**src/sv/hhe_pkg.sv**
```systemverilog
`default_nettype none

package hhe_pkg;

    localparam logic [7:0] CH_NUL   = 8'h00;
    localparam logic [7:0] CH_LF    = 8'h0A;
    localparam logic [7:0] CH_CR    = 8'h0D;
    localparam logic [7:0] CH_SP    = 8'h20;
    localparam logic [7:0] CH_COLON = 8'h3A;
    localparam logic [7:0] CH_LO_H  = 8'h68;
    localparam logic [7:0] CH_LO_O  = 8'h6F;
    localparam logic [7:0] CH_LO_S  = 8'h73;
    localparam logic [7:0] CH_LO_T  = 8'h74;

    localparam logic [31:0] WORD_MAIL       = 32'h6D61696C;
    localparam logic [23:0] WORD_ONE_EIGHT_NINE = 24'h313839;
    localparam logic [31:0] WORD_TWO_ONE_CN = 32'h3231636E;

    localparam logic [7:0] MAX_HOST_LEN_RESET = 8'd64;
    localparam logic       MAIL_EN_RESET      = 1'b1;

    // register selects, from paddr[2]
    localparam logic REG_MAX_HOST_LEN = 1'b0;
    localparam logic REG_MAIL_EN      = 1'b1;

    localparam int OUT_DATA_W = 16;
    localparam int FIFO_DEPTH = 4;
    localparam int FIFO_AW    = $clog2(FIFO_DEPTH);

    // what one request byte produced: optional character, optional summary
    typedef struct packed {
        logic       has_char;
        logic [7:0] host_char;
        logic       has_sum;
        logic       found;
        logic       mail;
        logic       special;
    } result_evt_t;

    function automatic logic [7:0] lower_letter(input logic [7:0] c);
        logic [7:0] r;
        r = c;
        if (c >= 8'h41 && c <= 8'h5A)
        begin
            r = c + 8'h20;
        end
        return r;
    endfunction

endpackage

`default_nettype wire

```
**src/sv/hhe_front.sv**
```systemverilog
`default_nettype none

module hhe_front (
    input  logic                clk,
    input  logic                rst_n,
    input  logic [7:0]          max_host_len,
    input  logic                mail_check_enable,
    input  logic                in_valid,
    output logic                in_ready,
    input  logic [7:0]          in_byte,
    input  logic                in_last,
    input  logic                q_full,
    output logic                evt_push,
    output hhe_pkg::result_evt_t evt
);
    import hhe_pkg::*;

    typedef enum logic [1:0] {
        PH_SEARCH  = 2'd0,
        PH_CAPTURE = 2'd1,
        PH_DONE    = 2'd2
    } phase_t;

    phase_t      phase_reg, phase_next;
    logic [39:0] recent_reg, recent_next;
    logic [7:0]  count_reg, count_next;
    logic [23:0] host_hist_reg, host_hist_next;
    logic        mail_reg, mail_next;
    logic        one89_reg, one89_next;
    logic        cn_reg, cn_next;

    logic        accept;
    result_evt_t e;

    assign in_ready = !q_full;
    assign accept   = in_valid && !q_full;
    assign evt      = e;
    assign evt_push = accept && (e.has_char || e.has_sum);

    always_comb
    begin
        logic        host_hit;
        logic        blank_hit;
        logic        term;
        logic [31:0] w;
        logic [7:0]  cnt_v;

        phase_next     = phase_reg;
        recent_next    = recent_reg;
        count_next     = count_reg;
        host_hist_next = host_hist_reg;
        mail_next      = mail_reg;
        one89_next     = one89_reg;
        cn_next        = cn_reg;
        e              = '0;

        host_hit  = recent_reg[39:32] == CH_LF &&
                    lower_letter(recent_reg[31:24]) == CH_LO_H &&
                    lower_letter(recent_reg[23:16]) == CH_LO_O &&
                    lower_letter(recent_reg[15:8])  == CH_LO_S &&
                    lower_letter(recent_reg[7:0])   == CH_LO_T &&
                    in_byte == CH_COLON;
        blank_hit = recent_reg[15:8] == CH_LF && recent_reg[7:0] == CH_CR &&
                    in_byte == CH_LF;
        term      = count_reg >= max_host_len || in_byte == CH_NUL ||
                    in_byte == CH_CR || in_byte == CH_LF;
        w         = {host_hist_reg, in_byte};
        cnt_v     = count_reg;

        case (phase_reg)
            PH_SEARCH:
            begin
                recent_next = {recent_reg[31:0], in_byte};
                if (in_byte == CH_NUL || blank_hit)
                begin
                    e.has_sum  = 1'b1;
                    phase_next = PH_DONE;
                end
                else if (host_hit)
                begin
                    if (in_last)
                    begin
                        e.has_sum = 1'b1;
                    end
                    else if (max_host_len == 8'd0)
                    begin
                        e.has_sum  = 1'b1;
                        e.found    = 1'b1;
                        phase_next = PH_DONE;
                    end
                    else
                    begin
                        phase_next = PH_CAPTURE;
                    end
                end
                else if (in_last)
                begin
                    e.has_sum = 1'b1;
                end
            end
            PH_CAPTURE:
            begin
                if (term)
                begin
                    e.has_sum  = 1'b1;
                    e.found    = 1'b1;
                    phase_next = PH_DONE;
                end
                else
                begin
                    if (in_byte != CH_SP)
                    begin
                        e.has_char     = 1'b1;
                        e.host_char    = in_byte;
                        host_hist_next = w[23:0];
                        if (w == WORD_MAIL)
                        begin
                            mail_next = 1'b1;
                        end
                        if (w[23:0] == WORD_ONE_EIGHT_NINE)
                        begin
                            one89_next = 1'b1;
                        end
                        if (w == WORD_TWO_ONE_CN)
                        begin
                            cn_next = 1'b1;
                        end
                        cnt_v = count_reg + 8'd1;
                    end
                    count_next = cnt_v;
                    if (cnt_v >= max_host_len || in_last)
                    begin
                        e.has_sum  = 1'b1;
                        e.found    = 1'b1;
                        phase_next = PH_DONE;
                    end
                end
            end
            default:
            begin
                // done: wait for the final byte
            end
        endcase

        e.mail    = e.found && mail_check_enable && mail_next;
        e.special = e.mail && (one89_next || cn_next);

        if (in_last)
        begin
            phase_next     = PH_SEARCH;
            recent_next    = '0;
            count_next     = '0;
            host_hist_next = '0;
            mail_next      = 1'b0;
            one89_next     = 1'b0;
            cn_next        = 1'b0;
        end
    end

    always_ff @(posedge clk or negedge rst_n)
    begin
        if (!rst_n)
        begin
            phase_reg     <= PH_SEARCH;
            recent_reg    <= '0;
            count_reg     <= '0;
            host_hist_reg <= '0;
            mail_reg      <= 1'b0;
            one89_reg     <= 1'b0;
            cn_reg        <= 1'b0;
        end
        else if (accept)
        begin
            phase_reg     <= phase_next;
            recent_reg    <= recent_next;
            count_reg     <= count_next;
            host_hist_reg <= host_hist_next;
            mail_reg      <= mail_next;
            one89_reg     <= one89_next;
            cn_reg        <= cn_next;
        end
    end

endmodule

`default_nettype wire

```
**src/sv/hhe_fifo.sv**
```systemverilog
`default_nettype none

module hhe_fifo (
    input  logic                 clk,
    input  logic                 rst_n,
    input  logic                 push,
    input  hhe_pkg::result_evt_t din,
    input  logic                 pop,
    output hhe_pkg::result_evt_t dout,
    output logic                 full,
    output logic                 empty
);
    import hhe_pkg::*;

    result_evt_t        slot_reg [FIFO_DEPTH];
    logic [FIFO_AW-1:0] wr_ptr_reg, rd_ptr_reg;
    logic [FIFO_AW:0]   count_reg;

    assign full  = count_reg == FIFO_AW'(0) + (FIFO_AW+1)'(FIFO_DEPTH);
    assign empty = count_reg == '0;
    assign dout  = slot_reg[rd_ptr_reg];

    always_ff @(posedge clk)
    begin
        if (push)
        begin
            slot_reg[wr_ptr_reg] <= din;
        end
    end

    always_ff @(posedge clk or negedge rst_n)
    begin
        if (!rst_n)
        begin
            wr_ptr_reg <= '0;
            rd_ptr_reg <= '0;
            count_reg  <= '0;
        end
        else
        begin
            if (push)
            begin
                wr_ptr_reg <= wr_ptr_reg + FIFO_AW'(1);
            end
            if (pop)
            begin
                rd_ptr_reg <= rd_ptr_reg + FIFO_AW'(1);
            end
            if (push && !pop)
            begin
                count_reg <= count_reg + (FIFO_AW+1)'(1);
            end
            else if (pop && !push)
            begin
                count_reg <= count_reg - (FIFO_AW+1)'(1);
            end
        end
    end

endmodule

`default_nettype wire

```
**src/sv/hhe_back.sv**
```systemverilog
`default_nettype none

module hhe_back (
    input  logic                           clk,
    input  logic                           rst_n,
    input  logic                           q_empty,
    input  hhe_pkg::result_evt_t           q_head,
    output logic                           q_pop,
    output logic                           out_valid,
    input  logic                           out_ready,
    output logic [hhe_pkg::OUT_DATA_W-1:0] out_data,
    output logic                           out_kind,
    output logic                           out_last
);
    import hhe_pkg::*;

    logic                  valid_reg, valid_next;
    logic                  pend_reg, pend_next;
    logic [OUT_DATA_W-1:0] data_reg, data_next;
    logic                  kind_reg, kind_next;
    logic                  last_reg, last_next;
    logic [2:0]            pend_flags_reg, pend_flags_next;
    logic                  load_ok;

    assign out_valid = valid_reg;
    assign out_data  = data_reg;
    assign out_kind  = kind_reg;
    assign out_last  = last_reg;
    assign load_ok   = !valid_reg || out_ready;

    always_comb
    begin
        valid_next      = valid_reg;
        pend_next       = pend_reg;
        data_next       = data_reg;
        kind_next       = kind_reg;
        last_next       = last_reg;
        pend_flags_next = pend_flags_reg;
        q_pop           = 1'b0;

        if (load_ok)
        begin
            valid_next = 1'b0;
            if (pend_reg)
            begin
                // summary held back behind a host character
                valid_next = 1'b1;
                kind_next  = 1'b1;
                last_next  = 1'b1;
                data_next  = {(OUT_DATA_W-11)'(0), pend_flags_reg, 8'h00};
                pend_next  = 1'b0;
            end
            else if (!q_empty)
            begin
                q_pop      = 1'b1;
                valid_next = 1'b1;
                if (q_head.has_char)
                begin
                    kind_next       = 1'b0;
                    last_next       = !q_head.has_sum;
                    data_next       = {(OUT_DATA_W-8)'(0), q_head.host_char};
                    pend_next       = q_head.has_sum;
                    pend_flags_next = {q_head.special, q_head.mail, q_head.found};
                end
                else
                begin
                    kind_next = 1'b1;
                    last_next = 1'b1;
                    data_next = {(OUT_DATA_W-11)'(0), q_head.special, q_head.mail,
                                 q_head.found, 8'h00};
                end
            end
        end
    end

    always_ff @(posedge clk or negedge rst_n)
    begin
        if (!rst_n)
        begin
            valid_reg <= 1'b0;
            pend_reg  <= 1'b0;
        end
        else
        begin
            valid_reg <= valid_next;
            pend_reg  <= pend_next;
        end
    end

    always_ff @(posedge clk)
    begin
        data_reg       <= data_next;
        kind_reg       <= kind_next;
        last_reg       <= last_next;
        pend_flags_reg <= pend_flags_next;
    end

endmodule

`default_nettype wire

```
**src/sv/http_host_header_extractor.sv**
```systemverilog
// HTTP Host header extractor.
// Input stream (s_axis_*): one request byte per beat, tlast on the final byte
// of a request. Output stream (m_axis_*): result beats; tuser = 0 for a
// captured host character, 1 for the per-request summary (found, mail and
// special flags). tlast marks the last result caused by one input byte.
// Config: APB, register 0 at 0x0 = max_host_len (reset 64), register 1 at
// 0x4 = mail_check_enable (reset 1). Write only while the block is idle.
// Throughput: one input byte per cycle while the event queue is not full.
// Each byte gives at most two result beats; the output register sends one
// beat per cycle while m_axis_tready is high, so a byte with both a
// character and a summary takes two output beats, absorbed by the
// four-entry event queue between the parser and the output stage. The
// parser writes the queue on the edge that takes the byte; the output stage
// loads its register from the queue once that register is free, and a
// summary held behind a character follows the character beat.
// Reset: registers return to their reset values, parser to searching, queue
// and output register empty. When m_axis_tready is low the output beat holds,
// the queue fills, and s_axis_tready drops once it is full; nothing is lost.
`default_nettype none

module http_host_header_extractor (
    input  logic        clk,
    input  logic        rst_n,
    // APB configuration
    input  logic        psel,
    input  logic        penable,
    input  logic        pwrite,
    input  logic [2:0]  paddr,
    input  logic [31:0] pwdata,
    output logic [31:0] prdata,
    output logic        pready,
    // request bytes
    input  logic        s_axis_tvalid,
    output logic        s_axis_tready,
    input  logic [7:0]  s_axis_tdata,   // [7:0] data_byte
    input  logic        s_axis_tlast,   // end_of_request
    // results
    output logic        m_axis_tvalid,
    input  logic        m_axis_tready,
    output logic [15:0] m_axis_tdata,   // [7:0] host_char, [8] host_found,
                                        // [9] is_mail, [10] is_special, rest 0
    output logic        m_axis_tuser,   // kind
    output logic        m_axis_tlast    // run_end
);
    import hhe_pkg::*;

    logic [7:0]  max_len_reg;
    logic        mail_en_reg;
    logic        cfg_wr;

    result_evt_t push_evt, head_evt;
    logic        push, pop, q_full, q_empty;

    assign pready = 1'b1;
    assign cfg_wr = psel && penable && pwrite && pready;

    always_ff @(posedge clk or negedge rst_n)
    begin
        if (!rst_n)
        begin
            max_len_reg <= MAX_HOST_LEN_RESET;
            mail_en_reg <= MAIL_EN_RESET;
        end
        else if (cfg_wr)
        begin
            case (paddr[2])
                REG_MAX_HOST_LEN: max_len_reg <= pwdata[7:0];
                REG_MAIL_EN:      mail_en_reg <= pwdata[0];
                default:          ;
            endcase
        end
    end

    always_comb
    begin
        case (paddr[2])
            REG_MAX_HOST_LEN: prdata = {24'h0, max_len_reg};
            REG_MAIL_EN:      prdata = {31'h0, mail_en_reg};
            default:          prdata = '0;
        endcase
    end

    // front: parse and classify each byte
    hhe_front u_front (
        .clk               (clk),
        .rst_n             (rst_n),
        .max_host_len      (max_len_reg),
        .mail_check_enable (mail_en_reg),
        .in_valid          (s_axis_tvalid),
        .in_ready          (s_axis_tready),
        .in_byte           (s_axis_tdata),
        .in_last           (s_axis_tlast),
        .q_full            (q_full),
        .evt_push          (push),
        .evt               (push_evt)
    );

    // decoupling queue of result events
    hhe_fifo u_fifo (
        .clk   (clk),
        .rst_n (rst_n),
        .push  (push),
        .din   (push_evt),
        .pop   (pop),
        .dout  (head_evt),
        .full  (q_full),
        .empty (q_empty)
    );

    // back: split events into output beats
    hhe_back u_back (
        .clk       (clk),
        .rst_n     (rst_n),
        .q_empty   (q_empty),
        .q_head    (head_evt),
        .q_pop     (pop),
        .out_valid (m_axis_tvalid),
        .out_ready (m_axis_tready),
        .out_data  (m_axis_tdata),
        .out_kind  (m_axis_tuser),
        .out_last  (m_axis_tlast)
    );

endmodule

`default_nettype wire

```
**config.mk**
```make
export PLATFORM = sky130hd
export DESIGN_NAME = http_host_header_extractor
export DESIGN_NICKNAME = d
export VERILOG_FILES = /design/src/sv/hhe_pkg.sv /design/src/sv/hhe_front.sv /design/src/sv/hhe_fifo.sv /design/src/sv/hhe_back.sv /design/src/sv/http_host_header_extractor.sv
export SDC_FILE = /design/constraint.sdc
export NUM_CORES = 1
export LEC_CHECK = 0
export BUFFER_PORTS_ARGS = -buffer_cell sky130_fd_sc_hd__buf_4
export CAP_MARGIN = 30
export CORE_MARGIN = 5
export CORE_UTILIZATION = 30
export CTS_BUF_LIST = sky130_fd_sc_hd__clkbuf_8
export CTS_CLUSTER_DIAMETER = 40
export DETAILED_ROUTE_END_ITERATION = 16
export HOLD_SLACK_MARGIN = 0.05
export PLACE_DENSITY_LB_ADDON = 0.2
export SETUP_SLACK_MARGIN = 0.2
export SLEW_MARGIN = 20
export SYNTH_ARGS = -nofsm -noshare
export SYNTH_HDL_FRONTEND = slang
export SYNTH_HIERARCHICAL = 1
export SYNTH_SLANG_ARGS = --single-unit
```
**constraint.sdc**
```tcl
create_clock -name clk -period 4.75 [get_ports clk]
set_clock_uncertainty 0.15 [all_clocks]
set_input_delay 0.475 -clock clk [delete_from_list [all_inputs] [get_ports clk]]
set_output_delay 0.475 -clock clk [all_outputs]
set_load 0.05 [all_outputs]
```
==> results.cfg, run 1 <==
[run_status]
status = completed

[detailed_routing]
initialDrtViolationCount = 282
drc = 0
drtPass1Iterations = 5
ant_nets = 0
vias_per_cell = 4.93
num_vias = 4891
routed_wl_um = 16900
wl_per_cell_um = 17.0

[grt]
overflow = 0
grt_use_met1_pct = 15.8
gr-usage-all-layers_pct = 11.7
antenna_found_initial = 0
grt_max_degree = 62
first_global_vias = 5066
grt.busiest_layer = met2
met2_usage_pct = 19.0
gr-usage-met3_pct = 2.83
grt_pass1_wl_um = 27300

[synthesis]
syn_inst = 592
synth_top_family_by_area = simple AND/OR/NAND/NOR gates
synthSimpleGateAreaFrac_pct = 14.0
synthArstFlopShare_pct = 58.3
synth.area.mux_share_pct = 6.23
yosysWarnings = 6
synth-seq-area-share_pct = 56.3
ys_ff_latch = 163
synth_area_um2 = 7860
synth_fa_ha_area_share_pct = 4.40
synth-edff-count = 68
synth_cell_types = 79
syn_avg_cell_area_um2 = 13.3
synthXorXnorAreaFrac_pct = 1.45
synthFlopType = dfrtp_1
synth_compound_area_share_pct = 11.5

[timing]
maxSlewHeadroom_pct = 44.6
hold_viol = 0
fin_crit_sh_pct = 88.5
setup_viol = 0
min_period_ns = 4.20
rsz0062_at_grt = no
max_freq_mhz = 238
slew_violations = 0
hold_ws_ns = 0.117
finalWorstSetupSlack_ns = 0.547
tns_ns = 0
worst_pin_slew_ns = 0.830

[pwr]
seqPwrFrac_pct = 46.0
power.switching_mw = 1.74
sw_frac_of_total_pct = 37.1
power_frac_comb_pct = 33.5
fin_total_pwr_mw = 4.69
peakVddDrop_v = 0.000329
p_per_area_nw_per_um2 = 526
p_int_mw = 2.95
leakagePower_nw = 3.78
pwr-share-clk_pct = 20.5

[floorplan]
fp.dieW_um = 172
rows = 59
io_pins = 104
fp.dieH_um = 172
start_util_pct = 30.3
die_area_um2 = 29500
coreArea_um2 = 25900

[cts]
clk_pin_slew_ns = 0.10
post_cts_buffers = 0
cts_tree = built
cts_buffers = 17
cts_max_level = 4
clock-sinks = 163
clock_latency_ns = 0.45
root_buffer = clkbuf_8
clockBufferDepth = 2

[place]
dpl.cell_count = 958
hpwl_um = 11700
port_buffers = 47
place_ws_ns = -0.259
gp_congestion = 0.788
place_area_um2 = 8470

[final_layout]
area_growth_pct = 13.5
antennaDiodeCount = 0
nFillCells = 2537
drive_gt1_share_pct = 22.8
final_area_um2 = 8920
final_cells = 993
final_util_pct = 34.4
largest_reg_flops = 52
final_nets = 723

[critical_path]
cp-start-kind = flip-flop
r2r_cells = 12
cp_max_fo = 8
critPathRequiredTime_ns = 4.98
critical_path_class = flip-flop to flip-flop
end_kind = flip-flop
cp.arrival_ns = 4.43

[hold_path]
whs_path_depth = 2
min_path_type = primary input to flip-flop

[job]
maxCapViolations = 0
## critical path, stage by stage (launching register included)
cell     delay [ns]
dfrtp_1        0.41
or4b_1         0.54
or4b_4         0.53
or4_4          0.58
nor2_4         0.12
a21oi_1        0.14
o41ai_4        0.55
ha_1           0.27
inv_1          0.06
fa_1           0.37
xor2_1         0.15
nor2_1         0.11
xor2_1         0.15
## what timing repair did
action | in CTS | in global routing
hold endpoints to repair | 58 | 0
endpoints found under the setup margin | 0 | 2
hold buffers | 1 | 0
resized for setup | 0 | 2
## final cells by class
| class | count | area [µm²] | share of cell area (%) |
|---|---|---|---|
| sequential | 163 | 4420 | 49.6 |
| inverter | 20 | 75.1 | 0.842 |
| timing repair buffer | 65 | 518 | 5.81 |
| tap | 335 | 419 | 4.70 |
| clock inverter | 14 | 126 | 1.42 |
| clock buffer | 18 | 248 | 2.78 |
| multi-input combinational | 378 | 3110 | 34.9 |
## cells by family (layout without fill, tap and decap cells)
| family | Yosys count | in the layout |
|---|---|---|
| DFF | 163 | 163 |
| adders and majority gates | 27 | 27 |
| muxes | 28 | 28 |
| AOI/OAI and AO/OA | 115 | 115 |
| buffers and inverters | 78 | 117 |
| other | 3 | 30 |
| and+or+nand+nor | 165 | 165 |
| xor gates and xnor gates | 13 | 13 |
## power by group through the flow
stage	registers, mW	logic [mW]	clock network, mW
floorplan	2.25	1.08	0
detailed placement	2.19	1.56	0
finish	2.16	1.57	0.962
global route	2.21	1.72	1.07
CTS	2.17	1.57	1.01
global placement	2.18	1.51	0
## cells in the final DEF, fill, tap and decap left out, types with 10 or more instances in the layout
cell	count
nand3_1	13
nand2_1	24
and2_1	16
inv_1	19
and2b_2	10
mux2_2	10
conb_1	30
buf_4	62
edfxtp_1	68
nor2_1	19
a21oi_1	14
a22o_1	62
dfrtp_1	93
ha_1	26
and3_1	10
clkbuf_8	18
o21ai_0	10
## worst paths after layout
path / slack (ns) / end / startpoint
worst max-delay path: 0.55 / u_fifo/count_reg[2] / u_front/recent_reg[10]
worst min-delay path: 0.12 / max_len_reg[3] / pwdata[3]
worst max register to register: 0.55 / u_fifo/count_reg[2] / u_front/recent_reg[10]
worst min register to register: 0.35 / u_fifo/count_reg[2] / u_fifo/count_reg[2]
max in group asynchronous: 2.94 / u_front/cn_reg / rst_n
min in group asynchronous: 0.49 / u_front/recent_reg[17] / rst_n
## synth_stat cells, types with 6 or more instances
cell type / n / area [µm²]
dfrtp_1: 93 / 2330
edfxtp_1: 68 / 2040
a22o_1: 62 / 543
buf_4: 31 / 233
ha_1: 26 / 325
nand2_1: 24 / 90.1
inv_1: 19 / 71.3
nor2_1: 19 / 71.3
and2_1: 16 / 100
a21oi_1: 14 / 70.1
clkbuf_1: 14 / 52.6
nand3_1: 13 / 65.1
and2b_2: 10 / 87.6
and3_1: 10 / 62.6
mux2_2: 10 / 113
o21ai_0: 10 / 50.1
mux4_2: 8 / 180
buf_2: 7 / 35.0
nand4_1: 7 / 43.8
nor2b_1: 7 / 43.8
nor4bb_1: 7 / 70.1
xnor2_1: 7 / 61.3
nor4b_1: 6 / 52.6
xor2_1: 6 / 52.6
## metal layers
metal,vias up,part of all wire (%)
met4,0,0.80
li1,2290,-
met2,106,50
met3,6,3.9
met1,2489,45
met5,-,0
Power figures use the tool's default switching activity.
==> run 2, diff against run 1 <==
--- a/config.mk
+++ b/config.mk
@@ -8,7 +8,7 @@
 export BUFFER_PORTS_ARGS = -buffer_cell sky130_fd_sc_hd__buf_4
 export CAP_MARGIN = 30
 export CORE_MARGIN = 5
-export CORE_UTILIZATION = 30
+export CORE_UTILIZATION = 35
 export CTS_BUF_LIST = sky130_fd_sc_hd__clkbuf_8
 export CTS_CLUSTER_DIAMETER = 40
 export DETAILED_ROUTE_END_ITERATION = 16
==> constraint.sdc (replaced) <==
create_clock -name clk -period 4.75 [get_ports clk]
set_clock_uncertainty 0.15 [all_clocks]
set_input_delay 0 -clock clk [delete_from_list [all_inputs] [get_ports clk]]
set_output_delay 0 -clock clk [all_outputs]
set_load 0.05 [all_outputs]
==> results.cfg, run 2 (same netlist as run 1, synthesis figures left out) <==
[critical_path]
cp_max_fo = 8
critical_path_class = primary input to flip-flop
end_kind = flip-flop
critPathRequiredTime_ns = 4.96
cp.arrival_ns = 4.42
cp-start-kind = primary input

[detailed_routing]
ant_nets = 0
wl_per_cell_um = 17.2
vias_per_cell = 5.20
routed_wl_um = 16500
num_vias = 5007
drtPass1Iterations = 4
drc = 0
initialDrtViolationCount = 271

[place]
gp_congestion = 0.745
place_ws_ns = 0.546
hpwl_um = 11100
dpl.cell_count = 898
port_buffers = 47

[floorplan]
rows = 54
fp.dieW_um = 160
start_util_pct = 35.8
coreArea_um2 = 22000
fp.dieH_um = 160
io_pins = 104
die_area_um2 = 25500

[timing]
rsz0062_at_grt = no
worst_pin_slew_ns = 0.902
slew_violations = 0
fin_crit_sh_pct = 88.7
setup_viol = 0
maxSlewHeadroom_pct = 39.9
hold_viol = 0
finalWorstSetupSlack_ns = 0.539
tns_ns = 0
max_freq_mhz = 237
min_period_ns = 4.21

[pwr]
p_per_area_nw_per_um2 = 519
fin_total_pwr_mw = 4.72
leakagePower_nw = 3.88
peakVddDrop_v = 0.000218

[cts]
cts-resized-gates = 0
cts_tree = built
clock_latency_ns = 0.46
cts_max_level = 4
clk_pin_slew_ns = 0.10
clockBufferDepth = 2
clock-sinks = 163
root_buffer = clkbuf_8
cts_buffers = 17

[hold_path]
min_path_type = primary input to flip-flop

[run_status]
status = completed

[grt]
gr-usage-met3_pct = 2.99
first_global_vias = 5270
met2_usage_pct = 21.4
gr-usage-all-layers_pct = 13.3
grt_pass1_wl_um = 27400
overflow = 0
grt_use_met1_pct = 17.7
grt_max_degree = 49
antenna_found_initial = 0
grt.busiest_layer = met2

[final_layout]
antennaDiodeCount = 0
nFillCells = 2028
final_common_cell = dfrtp_1
final_nets = 748
final_util_pct = 41.4
final_cells = 963
final_cell_mix = dfrtp_1 (93), edfxtp_1 (68), a22o_1 (62)
area_growth_pct = 15.7
largest_reg_flops = 52
drive_gt1_share_pct = 21.4

[job]
maxCapViolations = 0
[run 2: path summary, 6_finish.rpt]
check	depth (start not counted)	endpoint	slack (ns)	startpoint
min in group asynchronous	4	u_front/recent_reg[18]	0.46	rst_n
max reg2reg	16	u_fifo/count_reg[1]	0.70	u_front/count_reg[2]
max	19	u_fifo/count_reg[1]	0.54	s_axis_tdata[1]
max in group asynchronous	4	u_front/count_reg[5]	3.40	rst_n
min reg2reg	1	u_fifo/count_reg[2]	0.34	u_fifo/count_reg[2]
min	3	mail_en_reg	0.19	pwdata[0]
[run 2: per-stage QoR]
step	cell area [µm²]	hold slack (ns)
finish	9090	0.190
global route	9090	0.187
CTS	9080	0.145
detailed placement	8360	-0.0844
global placement	8350	-0.0889
floorplan	7960	-0.446
[run 2: layout make-up]
class | instances | area [µm²] | share of cell area (%)
clock buffers | 19 | 262 | 2.88
clock inverters | 13 | 125 | 1.38
inverters | 20 | 75.1 | 0.826
multi-input cells | 378 | 3080 | 33.9
flip-flops and latches | 163 | 4420 | 48.6
well taps | 280 | 350 | 3.85
repair buffers | 90 | 773 | 8.51
[run 2: per-layer routing]
layer	routed length (µm)	vias to the layer above
li1	-	2341
met4	189	0
met5	0	-
met3	603	14
met1	7730	2545
met2	8000	107
[run 2: what timing repair did]
item	in CTS	in global routing
hold buffers	32	0
setup buffers	0	1
endpoints found under the hold margin	128	0
setup endpoints to repair	0	1
[run 2: critical path, stage by stage]
cell	delay (ns)
dlygate4sd3_1	0.54
buf_4	0.18
nor4_1	0.40
nand2_1	0.23
and4_1	0.29
nand3_1	0.15
xnor2_1	0.14
ha_1	0.28
a211oi_1	0.22
o21ai_0	0.15
a21oi_1	0.27
nand3_1	0.16
nor2_1	0.18
o41ai_2	0.09
buf_4	0.17
ha_1	0.22
inv_1	0.07
fa_1	0.41
mux2_2	0.27
[run 2: where the power goes]
part,switching (mW),total [mW],internal [mW]
clock network,0.547,0.999,0.452
registers,0.287,2.15,1.86
logic,0.906,1.57,0.662
==> run 3, diff against run 2 <==
--- a/config.mk
+++ b/config.mk
@@ -5,6 +5,7 @@
 export SDC_FILE = /design/constraint.sdc
 export NUM_CORES = 1
 export LEC_CHECK = 0
+export ABC_AREA = 1
 export BUFFER_PORTS_ARGS = -buffer_cell sky130_fd_sc_hd__buf_4
 export CAP_MARGIN = 30
 export CORE_MARGIN = 5
==> results.cfg, run 3 <==
[synthesis]
yosysWarnings = 6
synth_most_common_cell = nand2_1
syn_inst = 916
synthFlopType = dfrtp_1
syn_avg_cell_area_um2 = 9.15
synthArstFlopShare_pct = 58.3
synth-edff-count = 68
synth_cell_types = 44
yosys.area.top_type = dfrtp_1
synthTopCellsByArea = dfrtp_1 (28%), edfxtp_1 (24%), nand2_1 (9.9%)
synthTopCellsByCount = nand2_1 (221), inv_1 (136), dfrtp_1 (93)
synth-seq-area-share_pct = 52.8
synth_area_um2 = 8380
synth.top_cell.area_share_pct = 27.8
ys_ff_latch = 163

[timing]
max_freq_mhz = 272
fin_crit_sh_pct = 77.5
slew_violations = 0
worst_pin_slew_ns = 0.635
rsz0062_at_grt = no
maxSlewHeadroom_pct = 57.6
setup_viol = 0
hold_viol = 0
tns_ns = 0
min_period_ns = 3.68

[detailed_routing]
drc = 0
drtPass1Iterations = 5
initialDrtViolationCount = 272
wl_per_cell_um = 13.6
routed_wl_um = 18100
num_vias = 6063
vias_per_cell = 4.55
ant_nets = 0

[critical_path]
cp_max_fo = 9
critical_path_class = primary input to flip-flop
r2r_start = u_front/count_reg[2]
crit_path_end = u_fifo/count_reg[2]
cp.arrival_ns = 3.89
r2r-end = u_fifo/count_reg[2]
slowest_stage = dlygate4sd3_1
cpMostUsedCell = nand2_1
cp-start-kind = primary input
cp_top_family = simple AND/OR/NAND/NOR gates
end_kind = flip-flop
crit_path_max_incr_delay_ns = 0.54
startpoint = s_axis_tdata[2]
r2r_cells = 22
rrSetupSlack_ns = 1.16
critPathRequiredTime_ns = 4.96
worstSetupPathDepth = 28
crit_buf_inv = 5

[floorplan]
start_util_pct = 35.6
rows = 56
fp.dieW_um = 165
io_pins = 104
coreArea_um2 = 23500
fp.dieH_um = 165
die_area_um2 = 27100

[cts]
clock_latency_ns = 0.46
clockBufferDepth = 2
clock-sinks = 163
cts_tree = built
cts_max_level = 4
post_cts_buffers = 0
clk_pin_slew_ns = 0.10
root_buffer = clkbuf_8
cts_buffers = 17
cts-resized-gates = 0

[final_layout]
largest_reg_flops = 52
area_growth_pct = 16.0
multi_input_area_um2 = 3090
drive_gt1_share_pct = 12.7
final_util_pct = 41.3
nFillCells = 2360
antennaDiodeCount = 0
final_common_cell = nand2_1
final_nets = 1078
seq_area_um2 = 4420
final_cell_mix = nand2_1 (221), inv_1 (137), dfrtp_1 (93)

[grt]
first_global_vias = 5931
grt_max_degree = 55
grt_pass1_wl_um = 29900
gr-usage-all-layers_pct = 14.0
overflow = 0
antenna_found_initial = 0

[pwr]
p_per_area_nw_per_um2 = 514
peakVddDrop_v = 0.000222
fin_total_pwr_mw = 5.00
leakagePower_nw = 4.40

[place]
hpwl_um = 12700
gp_congestion = 0.792
port_buffers = 47

[hold_path]
min_path_type = primary input to flip-flop
hold_start = penable

[run_status]
status = completed

[job]
maxCapViolations = 0
==> run 3: how the worst min path moves through the flow <==
stage	end	slack [ns]	depth (start not counted)
5_1_grt	u_front/host_hist_reg[2]	0.24	4
2_1_floorplan	max_len_reg[0]	-0.45	0
6_report	mail_en_reg	0.23	5
3_5_place_dp	u_fifo/count_reg[1]	-0.05	1
3_3_place_gp	u_fifo/count_reg[2]	-0.05	1
4_1_cts	u_back/out_valid	0.18	5
==> run 3: layout make-up <==
| cell class | instances | share of cell area [%] |
|---|---|---|
| repair buffers | 96 | 8.99 |
| clock buffers | 17 | 2.41 |
| clock inverters | 15 | 1.62 |
| well taps | 319 | 4.11 |
| flip-flops and latches | 163 | 45.5 |
| multi-input cells | 578 | 31.8 |
| inverters | 144 | 5.56 |
==> run 3: per-stage QoR <==
step,instance area (µm²),std cells,hold WS [ns],worst slack [ns]
floorplan,8480,943,-0.446,1.71
global placement,8830,1255,-0.0498,1.14
detailed placement,8880,1257,-0.0508,1.12
CTS,9720,1332,0.182,1.07
global route,9720,1332,0.235,0.626
finish,9720,1332,0.228,1.07
==> run 3: per-layer routing <==
metal / GRT usage, % / wire [µm]
met3: 3.24 / 735
met5: 0 / 0
met4: 3.40 / 170
met2: 23.6 / 8870
met1: 18.3 / 8330
==> run 3: logic make-up (layout without fill, tap and decap cells) <==
family,count (synthesis),in the layout,synth area share [%]
compound gates,118,118,8.93
xor+xnor,11,11,1.15
fa+ha+maj,27,27,4.12
buf+inv,202,272,11.6
flops,163,163,52.8
other cells,3,30,0.134
simple gates,392,392,21.3
==> run 3: what timing repair did <==
action,CTS,global route
hold buffers,43,0
endpoints found under the hold margin,140,0
endpoints found under the setup margin,0,0
==> run 3: where the power goes <==
group | total (mW) | switching [mW] | leakage, nW | internal, mW
clock network | 1.02 | 0.576 | 0.199 | 0.440
registers | 2.14 | 0.237 | 1.91 | 1.90
logic | 1.84 | 1.27 | 2.28 | 0.579
total | 5.00 | 2.08 | 4.40 | 2.92
==> run 3: tightest hold or removal path, stage by stage <==
cell and delay [ns]:
buf_4 0.09, nand4_1 0.08, nand2_1 0.06, nand2_1 0.04, dlygate4sd3_1 0.55
